`src/rtl/hrpc_pkg.sv`:
```
`default_nettype none
// ----------------------------------------------------------------------------
// hrpc_pkg: shared types and constants of the hue ramp pseudo-colour map
// Widths, register indexes, hue sectors and the small modulo-six reduction.
// ----------------------------------------------------------------------------
package hrpc_pkg;

	// Field and register widths
	localparam int IdxW     = 16;
	localparam int RangeW   = 16;
	localparam int CountW   = RangeW + 1;
	localparam int SatW     = 9;
	localparam int ByteW    = 8;
	localparam int CfgIdxW  = 2;
	localparam int CfgDataW = 16;

	// Hue: 256 units per sector, four sectors over the ramp -> index * 1024
	localparam int HueShift = 10;
	localparam int HueW     = IdxW + HueShift;
	localparam int FracW    = 8;
	localparam int SectW    = HueW - FracW;

	// Divider pipeline: two quotient bits per stage
	localparam int DivBitsPerStage = 2;
	localparam int DivStages       = HueW / DivBitsPerStage;

	// Fixed-point one for saturation (1.8) and for the 16-bit fraction products
	localparam logic [SatW-1:0]   SatOne  = 9'd256;
	localparam logic [CountW-1:0] ProdOne = 17'h10000;

	// Reset values of the registers
	localparam logic [RangeW-1:0] MinReset = 16'd0;
	localparam logic [RangeW-1:0] MaxReset = 16'd255;
	localparam logic [ByteW-1:0]  BriReset = 8'd255;

	typedef enum logic [CfgIdxW-1:0] {
		REG_MIN_RANGE  = 2'd0,
		REG_MAX_RANGE  = 2'd1,
		REG_SATURATION = 2'd2,
		REG_BRIGHTNESS = 2'd3
	} cfg_reg_t;

	// HSV sectors, named after the colour at their start
	localparam logic [2:0] SectRed     = 3'd0;
	localparam logic [2:0] SectYellow  = 3'd1;
	localparam logic [2:0] SectGreen   = 3'd2;
	localparam logic [2:0] SectCyan    = 3'd3;
	localparam logic [2:0] SectBlue    = 3'd4;
	localparam logic [2:0] SectMagenta = 3'd5;

	// Derived configuration seen by the datapath
	typedef struct packed {
		logic [CountW-1:0] count;
		logic [SatW-1:0]   sat;
		logic [ByteW-1:0]  bri;
		logic              bad;
	} cfg_t;

	// Reduce the sector number modulo six: parity from bit 0, modulo three
	// from folding base-4 digits (4 is 1 mod 3), then join the two.
	function automatic logic [2:0] mod6(input logic [SectW-1:0] x);
		logic [4:0] s1;
		logic [2:0] s2;
		logic [2:0] s3;
		logic [1:0] m3;
		s1 = '0;
		for (int i = 0; i < SectW / 2; i++) begin
			s1 = s1 + 5'(x[2*i +: 2]);
		end
		s2 = 3'(s1[1:0]) + 3'(s1[3:2]) + 3'(s1[4]);
		s3 = 3'(s2[1:0]) + 3'(s2[2]);
		m3 = (s3 >= 3'd3) ? 2'(s3 - 3'd3) : s3[1:0];
		return (m3[0] == x[0]) ? {1'b0, m3} : 3'({1'b0, m3} + 3'd3);
	endfunction

endpackage
`default_nettype wire

```
`src/rtl/hrpc_cfg.sv`:
```
`default_nettype none
// ----------------------------------------------------------------------------
// hrpc_cfg: configuration registers
// Holds the four registers and the values derived from them at write time:
// ramp count, empty-ramp flag and saturation clamped to one.
// ----------------------------------------------------------------------------
module hrpc_cfg (
	input  wire logic                           clk,
	input  wire logic                           arst_n,
	input  wire logic                           cfg_we,
	input  wire logic [hrpc_pkg::CfgIdxW-1:0]   cfg_index,
	input  wire logic [hrpc_pkg::CfgDataW-1:0]  cfg_data,
	output hrpc_pkg::cfg_t                      cfg
);

	logic [hrpc_pkg::RangeW-1:0] min_q;
	logic [hrpc_pkg::RangeW-1:0] max_q;
	logic [hrpc_pkg::CountW-1:0] count_q;
	logic                        bad_q;
	logic [hrpc_pkg::SatW-1:0]   sat_q;
	logic [hrpc_pkg::ByteW-1:0]  bri_q;

	logic [hrpc_pkg::RangeW-1:0] wr_range;
	logic [hrpc_pkg::SatW-1:0]   wr_sat;

	assign wr_range = cfg_data[hrpc_pkg::RangeW-1:0];
	assign wr_sat   = cfg_data[hrpc_pkg::SatW-1:0];

	// Write a register and refresh what depends on it
	always_ff @(posedge clk or negedge arst_n) begin
		if (!arst_n) begin
			min_q   <= hrpc_pkg::MinReset;
			max_q   <= hrpc_pkg::MaxReset;
			count_q <= {1'b0, hrpc_pkg::MaxReset} - {1'b0, hrpc_pkg::MinReset} + 17'd1;
			bad_q   <= 1'b0;
			sat_q   <= hrpc_pkg::SatOne;
			bri_q   <= hrpc_pkg::BriReset;
		end else if (cfg_we) begin
			unique case (hrpc_pkg::cfg_reg_t'(cfg_index))
				hrpc_pkg::REG_MIN_RANGE: begin
					min_q   <= wr_range;
					count_q <= {1'b0, max_q} - {1'b0, wr_range} + 17'd1;
					bad_q   <= max_q < wr_range;
				end
				hrpc_pkg::REG_MAX_RANGE: begin
					max_q   <= wr_range;
					count_q <= {1'b0, wr_range} - {1'b0, min_q} + 17'd1;
					bad_q   <= wr_range < min_q;
				end
				hrpc_pkg::REG_SATURATION: begin
					sat_q <= (wr_sat > hrpc_pkg::SatOne) ? hrpc_pkg::SatOne : wr_sat;
				end
				hrpc_pkg::REG_BRIGHTNESS: begin
					bri_q <= cfg_data[hrpc_pkg::ByteW-1:0];
				end
				default: begin
				end
			endcase
		end
	end

	assign cfg.count = count_q;
	assign cfg.sat   = sat_q;
	assign cfg.bri   = bri_q;
	assign cfg.bad   = bad_q;

endmodule
`default_nettype wire

```
`src/rtl/hrpc_div.sv`:
```
`default_nettype none
// ----------------------------------------------------------------------------
// hrpc_div: pipelined hue divider
// Restoring division of index * 1024 by the ramp count, two quotient bits
// per stage, with a valid bit and a ready chain through every stage.
// ----------------------------------------------------------------------------
module hrpc_div (
	input  wire logic                          clk,
	input  wire logic                          arst_n,
	input  wire logic                          in_valid,
	output logic                               in_ready,
	input  wire logic [hrpc_pkg::IdxW-1:0]     index,
	input  wire logic [hrpc_pkg::CountW-1:0]   count,
	output logic                               out_valid,
	input  wire logic                          out_ready,
	output logic [hrpc_pkg::HueW-1:0]          hue
);

	localparam int NS = hrpc_pkg::DivStages;

	// Partial remainder and a word that shifts dividend bits out and quotient bits in
	typedef struct packed {
		logic [hrpc_pkg::CountW-1:0] rem;
		logic [hrpc_pkg::HueW-1:0]   work;
	} div_state_t;

	function automatic div_state_t div_step(input div_state_t st,
		input logic [hrpc_pkg::CountW-1:0] d);
		logic [hrpc_pkg::CountW:0]   trial;
		logic [hrpc_pkg::CountW+1:0] diff;
		div_state_t                  nx;
		trial   = {st.rem, st.work[hrpc_pkg::HueW-1]};
		diff    = {1'b0, trial} - {2'b00, d};
		nx.work = {st.work[hrpc_pkg::HueW-2:0], ~diff[hrpc_pkg::CountW+1]};
		nx.rem  = diff[hrpc_pkg::CountW+1] ? trial[hrpc_pkg::CountW-1:0]
		                                   : diff[hrpc_pkg::CountW-1:0];
		return nx;
	endfunction

	logic       vld_s [NS];
	div_state_t st_s  [NS];
	div_state_t nxt   [NS];
	logic       rdy   [NS+1];
	div_state_t src;

	// Two division steps per stage
	always_comb begin
		for (int k = 0; k < NS; k++) begin
			if (k == 0) begin
				src.rem  = '0;
				src.work = {index, {hrpc_pkg::HueShift{1'b0}}};
			end else begin
				src = st_s[k-1];
			end
			nxt[k] = src;
			for (int b = 0; b < hrpc_pkg::DivBitsPerStage; b++) begin
				nxt[k] = div_step(nxt[k], count);
			end
		end
	end

	// A stage takes a new beat when it is empty or its successor moves
	always_comb begin
		rdy[NS] = out_ready;
		for (int k = NS - 1; k >= 0; k--) begin
			rdy[k] = ~vld_s[k] | rdy[k+1];
		end
	end

	// Advance valid bits
	always_ff @(posedge clk or negedge arst_n) begin
		if (!arst_n) begin
			for (int k = 0; k < NS; k++) begin
				vld_s[k] <= 1'b0;
			end
		end else begin
			for (int k = 0; k < NS; k++) begin
				if (rdy[k]) begin
					vld_s[k] <= (k == 0) ? in_valid : vld_s[k > 0 ? k - 1 : 0];
				end
			end
		end
	end

	// Advance stage data
	always_ff @(posedge clk) begin
		for (int k = 0; k < NS; k++) begin
			if (rdy[k]) begin
				st_s[k] <= nxt[k];
			end
		end
	end

	assign in_ready  = rdy[0];
	assign out_valid = vld_s[NS-1];
	assign hue       = st_s[NS-1].work;

	// The final remainder is always below a nonzero divisor; an empty ramp can
	// wrap the count to zero, and its beats are forced black downstream
	a_rem_below_count: assert property (@(posedge clk) disable iff (!arst_n)
		(out_valid && count != '0) |-> (st_s[NS-1].rem < count))
		else $error("divider remainder not below count");

endmodule
`default_nettype wire

```
`src/rtl/hrpc_hsv.sv`:
```
`default_nettype none
// ----------------------------------------------------------------------------
// hrpc_hsv: hue to RGB conversion
// Three stages: sector and fraction products, component products, six-way
// select into the output register. Empty ramp forces black.
// ----------------------------------------------------------------------------
module hrpc_hsv (
	input  wire logic                          clk,
	input  wire logic                          arst_n,
	input  wire logic                          in_valid,
	output logic                               in_ready,
	input  wire logic [hrpc_pkg::HueW-1:0]     hue,
	input  wire hrpc_pkg::cfg_t                cfg,
	output logic                               out_valid,
	input  wire logic                          out_ready,
	output logic [hrpc_pkg::ByteW-1:0]         red,
	output logic [hrpc_pkg::ByteW-1:0]         green,
	output logic [hrpc_pkg::ByteW-1:0]         blue,
	output logic                               bad_config
);

	localparam int BW = hrpc_pkg::ByteW;
	localparam int CW = hrpc_pkg::CountW;

	logic          vld_s1, vld_s2, vld_s3;
	logic          rdy1, rdy2, rdy3;
	logic [2:0]    sector_s1, sector_s2;
	logic [CW-1:0] fs_s1, gs_s1;
	logic [BW-1:0] p_s2, q_s2, t_s2;
	logic [BW-1:0] red_s3, green_s3, blue_s3;
	logic          bad_s3;

	logic [BW-1:0]        frac;
	logic [CW-1:0]        fs;
	logic [CW:0]          gs_full;
	logic [CW-1:0]        qn, tn;
	logic [CW+BW-1:0]     qprod, tprod;
	logic [BW+8:0]        pprod;
	logic [BW-1:0]        r_sel, g_sel, b_sel;

	// Ready chain: a stage moves when empty or its successor moves
	assign rdy3     = ~vld_s3 | out_ready;
	assign rdy2     = ~vld_s2 | rdy3;
	assign rdy1     = ~vld_s1 | rdy2;
	assign in_ready = rdy1;

	// Stage 1: sector and fraction times saturation
	assign frac    = hue[hrpc_pkg::FracW-1:0];
	assign fs      = CW'(frac) * CW'(cfg.sat);
	assign gs_full = (hrpc_pkg::SatOne - {1'b0, frac}) * cfg.sat;

	// Stage 2: scale by the value byte and keep the integer part
	assign qn    = hrpc_pkg::ProdOne - fs_s1;
	assign tn    = hrpc_pkg::ProdOne - gs_s1;
	assign qprod = cfg.bri * qn;
	assign tprod = cfg.bri * tn;
	assign pprod = cfg.bri * (hrpc_pkg::SatOne - cfg.sat);

	// Stage 3: six-way select
	always_comb begin
		unique case (sector_s2)
			hrpc_pkg::SectRed:     begin r_sel = cfg.bri; g_sel = t_s2;    b_sel = p_s2;    end
			hrpc_pkg::SectYellow:  begin r_sel = q_s2;    g_sel = cfg.bri; b_sel = p_s2;    end
			hrpc_pkg::SectGreen:   begin r_sel = p_s2;    g_sel = cfg.bri; b_sel = t_s2;    end
			hrpc_pkg::SectCyan:    begin r_sel = p_s2;    g_sel = q_s2;    b_sel = cfg.bri; end
			hrpc_pkg::SectBlue:    begin r_sel = t_s2;    g_sel = p_s2;    b_sel = cfg.bri; end
			hrpc_pkg::SectMagenta: begin r_sel = cfg.bri; g_sel = p_s2;    b_sel = q_s2;    end
			default:               begin r_sel = cfg.bri; g_sel = p_s2;    b_sel = q_s2;    end
		endcase
	end

	// Advance valid bits
	always_ff @(posedge clk or negedge arst_n) begin
		if (!arst_n) begin
			vld_s1 <= 1'b0;
			vld_s2 <= 1'b0;
			vld_s3 <= 1'b0;
		end else begin
			if (rdy1) begin
				vld_s1 <= in_valid;
			end
			if (rdy2) begin
				vld_s2 <= vld_s1;
			end
			if (rdy3) begin
				vld_s3 <= vld_s2;
			end
		end
	end

	// Advance stage data
	always_ff @(posedge clk) begin
		if (rdy1) begin
			sector_s1 <= hrpc_pkg::mod6(hue[hrpc_pkg::HueW-1:hrpc_pkg::FracW]);
			fs_s1     <= fs;
			gs_s1     <= gs_full[CW-1:0];
		end
		if (rdy2) begin
			sector_s2 <= sector_s1;
			p_s2      <= pprod[15:8];
			q_s2      <= qprod[23:16];
			t_s2      <= tprod[23:16];
		end
		if (rdy3) begin
			red_s3   <= cfg.bad ? '0 : r_sel;
			green_s3 <= cfg.bad ? '0 : g_sel;
			blue_s3  <= cfg.bad ? '0 : b_sel;
			bad_s3   <= cfg.bad;
		end
	end

	assign out_valid  = vld_s3;
	assign red        = red_s3;
	assign green      = green_s3;
	assign blue       = blue_s3;
	assign bad_config = bad_s3;

	a_sector_range: assert property (@(posedge clk) disable iff (!arst_n)
		vld_s2 |-> (sector_s2 <= hrpc_pkg::SectMagenta))
		else $error("sector out of range");

	a_bad_black: assert property (@(posedge clk) disable iff (!arst_n)
		(out_valid && bad_config) |-> (red == '0 && green == '0 && blue == '0))
		else $error("empty ramp not black");

	a_grey_when_unsaturated: assert property (@(posedge clk) disable iff (!arst_n)
		(out_valid && !bad_config && cfg.sat == '0)
			|-> (red == cfg.bri && green == cfg.bri && blue == cfg.bri))
		else $error("zero saturation not grey");

endmodule
`default_nettype wire

```
`src/rtl/hue_ramp_pseudo_color_top.sv`:
```
`default_nettype none
// ----------------------------------------------------------------------------
// hue_ramp_pseudo_color_top: hue ramp pseudo-colour map
// Maps a colour index to RGB bytes along a 240-degree hue ramp through a
// pipelined divider and an HSV to RGB stage.
// ----------------------------------------------------------------------------
//  Channel  Handshake             Payload
//  pix      pix_valid/pix_ready   color_index
//  rgb      rgb_valid/rgb_ready   red, green, blue, bad_config
//  cfg      cfg_we                cfg_index, cfg_data
//
//  One beat per cycle sustained while rgb_ready stays high; 13 divider stages at two
//  quotient bits each, then three colour stages.
//  Every stage has its own valid bit; a stalled output holds the last stage
//  while empty stages ahead of it keep filling.
//  Reset clears all valid bits and loads the register defaults.
//  Configuration writes take effect on the next cycle.
// ----------------------------------------------------------------------------
module hue_ramp_pseudo_color_top (
	input  wire logic                          clk,
	input  wire logic                          arst_n,
	input  wire logic                          pix_valid,
	output logic                               pix_ready,
	input  wire logic [hrpc_pkg::IdxW-1:0]     color_index,
	output logic                               rgb_valid,
	input  wire logic                          rgb_ready,
	output logic [hrpc_pkg::ByteW-1:0]         red,
	output logic [hrpc_pkg::ByteW-1:0]         green,
	output logic [hrpc_pkg::ByteW-1:0]         blue,
	output logic                               bad_config,
	input  wire logic                          cfg_we,
	input  wire logic [hrpc_pkg::CfgIdxW-1:0]  cfg_index,
	input  wire logic [hrpc_pkg::CfgDataW-1:0] cfg_data
);

	hrpc_pkg::cfg_t             cfg;
	logic                       hue_valid;
	logic                       hue_ready;
	logic [hrpc_pkg::HueW-1:0]  hue;

	hrpc_cfg u_cfg (
		.clk       (clk),
		.arst_n    (arst_n),
		.cfg_we    (cfg_we),
		.cfg_index (cfg_index),
		.cfg_data  (cfg_data),
		.cfg       (cfg)
	);

	hrpc_div u_div (
		.clk       (clk),
		.arst_n    (arst_n),
		.in_valid  (pix_valid),
		.in_ready  (pix_ready),
		.index     (color_index),
		.count     (cfg.count),
		.out_valid (hue_valid),
		.out_ready (hue_ready),
		.hue       (hue)
	);

	hrpc_hsv u_hsv (
		.clk        (clk),
		.arst_n     (arst_n),
		.in_valid   (hue_valid),
		.in_ready   (hue_ready),
		.hue        (hue),
		.cfg        (cfg),
		.out_valid  (rgb_valid),
		.out_ready  (rgb_ready),
		.red        (red),
		.green      (green),
		.blue       (blue),
		.bad_config (bad_config)
	);

endmodule
`default_nettype wire

```
`config.mk`:
```
export PLATFORM = sky130hd
export DESIGN_NAME = hue_ramp_pseudo_color_top
export DESIGN_NICKNAME = d
export VERILOG_FILES = /design/src/rtl/hrpc_pkg.sv /design/src/rtl/hrpc_cfg.sv /design/src/rtl/hrpc_div.sv /design/src/rtl/hrpc_hsv.sv /design/src/rtl/hue_ramp_pseudo_color_top.sv
export SDC_FILE = /design/constraint.sdc
export NUM_CORES = 2
export LEC_CHECK = 0
export BUFFER_PORTS_ARGS = -buffer_cell sky130_fd_sc_hd__clkbuf_2
export CORE_MARGIN = 2
export CORE_UTILIZATION = 58
export DETAILED_ROUTE_END_ITERATION = 8
export PLACE_DENSITY = 0.78
export SETUP_SLACK_MARGIN = 0.1
export SKIP_CTS_REPAIR_TIMING = 1
export SKIP_LAST_GASP = 1
export SYNTH_ARGS = -nofsm -noshare
export SYNTH_HDL_FRONTEND = slang
export SYNTH_SLANG_ARGS = --single-unit
```
`constraint.sdc`:
```
create_clock -name clk -period 7.65 [get_ports clk]
set_input_delay 0.765 -clock clk [delete_from_list [all_inputs] [get_ports clk]]
set_output_delay 0.765 -clock clk [all_outputs]
set_load 0.02 [all_outputs]
```
# Yosys cells after proc, flatten, opt, wreduce, memory -nomap -nowiden
# Memories as Yosys holds them, arrays and structs flattened.
# Index checks and enable logic that the tools add are counted.
classes:
  order_cmp: 4
  eq_ne: 8
  reduce_logical: 12
  n_mul: 5
  n_mux: 60
  shifts: 0
  add_sub_neg: 47
  bitwise_logic: 58
  div_mod_pow: 0
op_table:
  columns: ["cell", "count"]
  rows:
  - ["subtractor 18 x 17 -> 19 bit", 25]
  - ["two-way mux 17 bit", 26]
  - ["one-hot mux 8 bit (3 select lines)", 3]
  - ["multiplier 8 x 17 -> 24 bit", 2]
  - ["inverter 1 bit", 42]
  - ["adder 5 x 2 -> 5 bit", 7]
  - ["adder 17 x 1 -> 17 bit (second input constant)", 2]
  - ["one-hot mux 17 bit (2 select lines)", 1]
  - ["subtractor 16 x 16 -> 17 bit", 2]
  - ["subtractor 17 bit (first input constant)", 2]
  - ["less-than comparator 16 bit", 2]
  - ["two-way mux 1 bit", 26]
  - ["multiplier 18 x 9 -> 17 bit", 1]
  - ["subtractor 1 x 17 -> 18 bit", 1]
  - ["multiplier 8 x 17 -> 16 bit", 1]
  - ["multiplier 8 x 9 -> 17 bit", 1]
  - ["OR 1 bit", 16]
  - ["AND reduction 2 bit", 5]
  - ["subtractor 9 x 8 -> 10 bit (first input constant)", 1]
  - ["subtractor 9 x 9 -> 10 bit (first input constant)", 1]
  - ["> comparator 9 bit (second input constant)", 1]
  - ["two-way mux 9 bit", 1]
  - ["OR reduction 2 bit", 4]
  - ["adder 2 x 2 -> 3 bit", 2]
  - ["other kinds (16)", 19]
totals:
  mem_bits_rw: 559
  mem_bits_ro: 0
  register_bits: 172
  mem_count: 1
  latchBits: 0
mem_list:
  columns: ["name", "words", "word_bits", "read_ports", "rd_ports_with_merged_regs", "wr", "line", "source"]
  rows:
  - ["u_div.st_s", 13, 43, 13, 0, 13, "hrpc_div.sv:41", "div_state_t st_s [NS];"]

# Longest topological paths before layout
depth:
  ltp_word: 19
  mapped_depth: 25

# Cells and area by module
# From an unflattened synthesis, not the netlist that was laid out.
hier_totals:
  hier_cells: 6186
  area_unflattened_um2: 60763.3
by_module_without_submodules:
  columns: ["module", "seq_area_each_um2", "area_each_um2", "instances", "cells_each"]
  rows:
  - ["hrpc_div", 13598.0, 35815.6, 1, 3504]
  - ["hrpc_hsv", 2717.6, 19915.4, 1, 2126]
  - ["hrpc_cfg", 1699.1, 5032.3, 1, 556]

# Worst setup path after synthesis
# No wires, ideal clock.
synth_path:
  path_kind: "register to register"
  start: "reg u_cfg.count_q[1] in the netlist's numbering"
  end: "mem u_div.st_s[0][80] in the netlist's numbering (data pin)"
  setup_ns: 0.260
  t_required_ns: 7.390
  path_buffers: 3
  arrival_ns: 6.667
  stages_incl_launch_ff: 22
  slack_ns: 0.724
  path_cell_list: "dfrtp_1 buf_4 inv_1 fa_1 a211oi_1 o21bai_1 o41ai_1 a221oi_1 o31ai_1 a31oi_1 buf_2 mux2_2 ha_1 a21o_1 a21o_1 a21o_1 a221o_1 and2_1 o311ai_0 o211a_1 buf_4 mux2_2"
synth_lines:
  columns: ["element", "line", "source"]
  rows:
  - ["start: declaration", "hrpc_cfg.sv:18", "logic [hrpc_pkg::CountW-1:0] count_q;"]
  - ["start signal: assignment", "hrpc_cfg.sv:34", "count_q <= {1'b0, hrpc_pkg::MaxReset} - {1'b0, hrpc_pkg::MinReset} + 17'd1;"]
  - ["start signal: assignment", "hrpc_cfg.sv:42", "count_q <= {1'b0, max_q} - {1'b0, wr_range} + 17'd1;"]
  - ["start signal: assignment", "hrpc_cfg.sv:47", "count_q <= {1'b0, wr_range} - {1'b0, min_q} + 17'd1;"]
  - ["end: declaration", "hrpc_div.sv:41", null]

==> metrics.yaml <==
cts:
  cts_buffers: 71
  path_clk_slew_ns: 0.07
  cts_tree: "built"
  htree_levels: 3
  clockBufferDepth: 3
  insertion_delay_ns: 0.66
  clockRootBuffer: "clkbuf_16"
  cts_sinks: 613
timing:
  fin_skew_ns: 0.03078
  period_share: 0.9025
  fmax_mhz: 144.8
  rsz0062_at_grt: "no"
  setup_viol: 0
  hold_violations: 0
  fin_ws_ns: 0.7461
  tns_ns: 0
  slew_viol_final: 0
  slew_headroom: 0.2321
  fin_crit_ns: 6.904
  worst_pin_slew_ns: 1.143
routing:
  via_count: 45245
  drc: 0
  first_iter_violations: 3002
  wl_um: 147000
  first_pass_iters: 5
  routedWlPerCell_um: 19.26
  viasPerCell: 5.930
  antenna_left: 0
setup_path:
  crit_arrival_ns: 7.30
  reg2reg_from: "u_cfg.count_q[4]"
  path_class: "flop to flop"
  endpoint_kind: "flop"
  cp_max_fo: 16
  reg2reg_depth: 21
  cp-endpoint: "u_div.st_s[1][82]"
  cp-start-kind: "flop"
  required_ns: 8.05
  crit_start: "u_cfg.count_q[4]"
  ff2ff_setup_slack_ns: 0.75
  worst_r2r_endpoint: "u_div.st_s[1][82]"
logic_synthesis:
  avgSynthCellArea_um2: 9.807
  synth_edf_count: 530
  synthArstFlopShare: 0.1354
  synthesis.area_mm2: 0.05991
  synth_top_cell_area_share: 0.2656
  synth_top_area_cell: "edfxtp_1"
  ys_ff_latch: 613
  synth_flop_cell: "edfxtp_1"
  synth.area.top_cells: "edfxtp_1, ha_1, fa_1"
  synth_warnings: 0
  ys_seq_area_frac: 0.3007
  synth_cells: 6109
  ys_types: 91
die:
  rows: 117
  io_pins: 66
  initial_core_util: 0.5863
  core_mm2: 0.1022
  die_y_um: 325.4
  die-width_um: 325.4
  dieArea_mm2: 0.1059
global_route:
  globalRouteOverflowTotal: 0
  grt_start_max_net_pins: 51
  grt_pass1_vias: 46141
  antenna_found_initial: 0
  grt_pass1_wl_um: 238300
  grtUsageTotal: 0.2780
placement:
  place.port_buffers: 65
  place_area_mm2: 0.06220
  post-dp-hpwl_um: 111400
  dp_slack_ns: 0.5503
  gp_congestion: 0.9428
status:
  status: "finished clean"
finish:
  area_growth_pct: 7.761
  drive_gt1_frac: 0.09535
  nNetsFinal: 7293
  layout_commonest_cell: "ha_1"
  fillers: 8253
  final_cell_mix: "ha_1, inv_1, edfxtp_1, nand2_1, nor2_1"
  postLayoutCellArea_mm2: 0.06456
hold_path:
  min_path_type: "input pin to asynchronous set/reset pin"
run:
  drv_cap: 0
[per-stage QoR]
stage,hold slack [ns],std cells,utilization
global route,0.1728,7629,0.6318
global placement,0.4000,7500,0.6087
floorplan,0.4003,6115,-
detailed placement,0.4045,7500,0.6087
CTS,0.1428,7627,0.6315
finish,0.1356,7630,0.6318
[final cells by class]
| cell class | count | area [um^2] | share of cell area |
|---|---|---|---|
| Antenna cell | 1 | 2.502 | 0.00003876 |
| Clock inverter | 41 | 354.1 | 0.005485 |
| Sequential cell | 613 | 18020 | 0.2791 |
| Tap cell | 1368 | 1712 | 0.02651 |
| Multi-Input combinational cell | 4735 | 39030 | 0.6045 |
| Clock buffer | 86 | 1981 | 0.03068 |
| Timing Repair Buffer | 168 | 1139 | 0.01764 |
| Inverter | 618 | 2326 | 0.03603 |
[synthesized netlist by cell type, types with 8 or more instances]
cell,n
a211o_1,9
a211oi_1,43
a21boi_0,35
a21o_1,98
a21oi_1,288
a221oi_1,10
a31o_2,11
a31oi_1,46
and2_1,315
and3_1,31
buf_2,18
clkbuf_1,120
dfrtp_1,65
dfstp_2,18
edfxtp_1,530
fa_1,376
ha_1,671
inv_1,614
mux2_2,224
mux2i_1,39
nand2_1,477
nand2b_1,78
nand3_1,71
nand3b_1,10
nand4_1,13
nand4b_1,8
nor2_1,435
nor2b_1,86
nor3_1,144
nor3b_1,14
nor4_1,31
o2111ai_1,10
o211ai_1,32
o21a_1,97
o21ai_0,325
o21bai_1,32
o22ai_1,16
o31a_1,15
o31ai_1,45
o41ai_1,15
or2_2,27
or3_1,51
xnor2_1,276
xor2_1,120
[critical path: stages (launching register included)]
cell	delay, ns
dfrtp_1	0.41
inv_1	0.46
buf_4	0.34
ha_1	0.31
and2_1	0.18
o21ai_0	0.22
nand4b_1	0.15
a22o_1	0.27
a221oi_1	0.39
o21ai_1	0.13
buf_4	0.22
mux2_2	0.30
ha_1	0.33
o21a_1	0.18
o21a_1	0.18
o2111ai_1	0.19
or4b_2	0.60
o21ai_0	0.19
o21ai_0	0.30
a311oi_4	0.77
inv_4	0.19
mux2_2	0.33
[metal layers]
layer | GRT usage | up-vias | wire length (um)
met2 | 0.4831 | 1293 | 71610
met5 | 0 | - | 0
met4 | 0.1336 | 0 | 7726
met1 | 0.3414 | 21976 | 60140
li1 | - | 21564 | -
met3 | 0.03701 | 412 | 7499
[sequential cells by signal, summed over array words and instances, names as in the netlist, 9 cells and up]
register / flops
u_cfg.count_q: 17
u_cfg.max_q: 16
u_cfg.sat_q: 9
u_div.st_s: 442
u_cfg.min_q: 16
u_hsv.fs_s1: 16
u_hsv.gs_s1: 17
u_div.vld_s: 12
[worst min-delay path by stage]
| stage | start | endpoint | slack, ns | depth (start not counted) |
|---|---|---|---|---|
| finish | arst_n | u_cfg.min_q[11] | 0.14 | 1 |
| global route | arst_n | u_cfg.min_q[10] | 0.17 | 1 |
| CTS | arst_n | u_cfg.min_q[10] | 0.14 | 1 |
| detailed placement | u_div.st_s[0][176] | u_div.st_s[0][221] | 0.40 | 0 |
| global placement | u_div.st_s[0][103] | u_div.st_s[0][148] | 0.40 | 0 |
| floorplan | u_div.st_s[0][57] | u_div.st_s[0][102] | 0.40 | 0 |
[logic make-up after synthesis]
| group | Yosys count | share of synthesized area |
|---|---|---|
| and+or+nand+nor | 1813 | 0.1485 |
| AOI/OAI and AO/OA | 1209 | 0.1295 |
| adders and majority gates | 1047 | 0.2658 |
| buffers and inverters | 767 | 0.04904 |
| DFF | 613 | 0.3007 |
| xor gates and xnor gates | 396 | 0.05789 |
| muxes | 263 | 0.04862 |
| other | 1 | 0.00006259 |
Power is not shown: default switching activity piles up to over one toggle a cycle in this logic, so the estimate is an artifact.
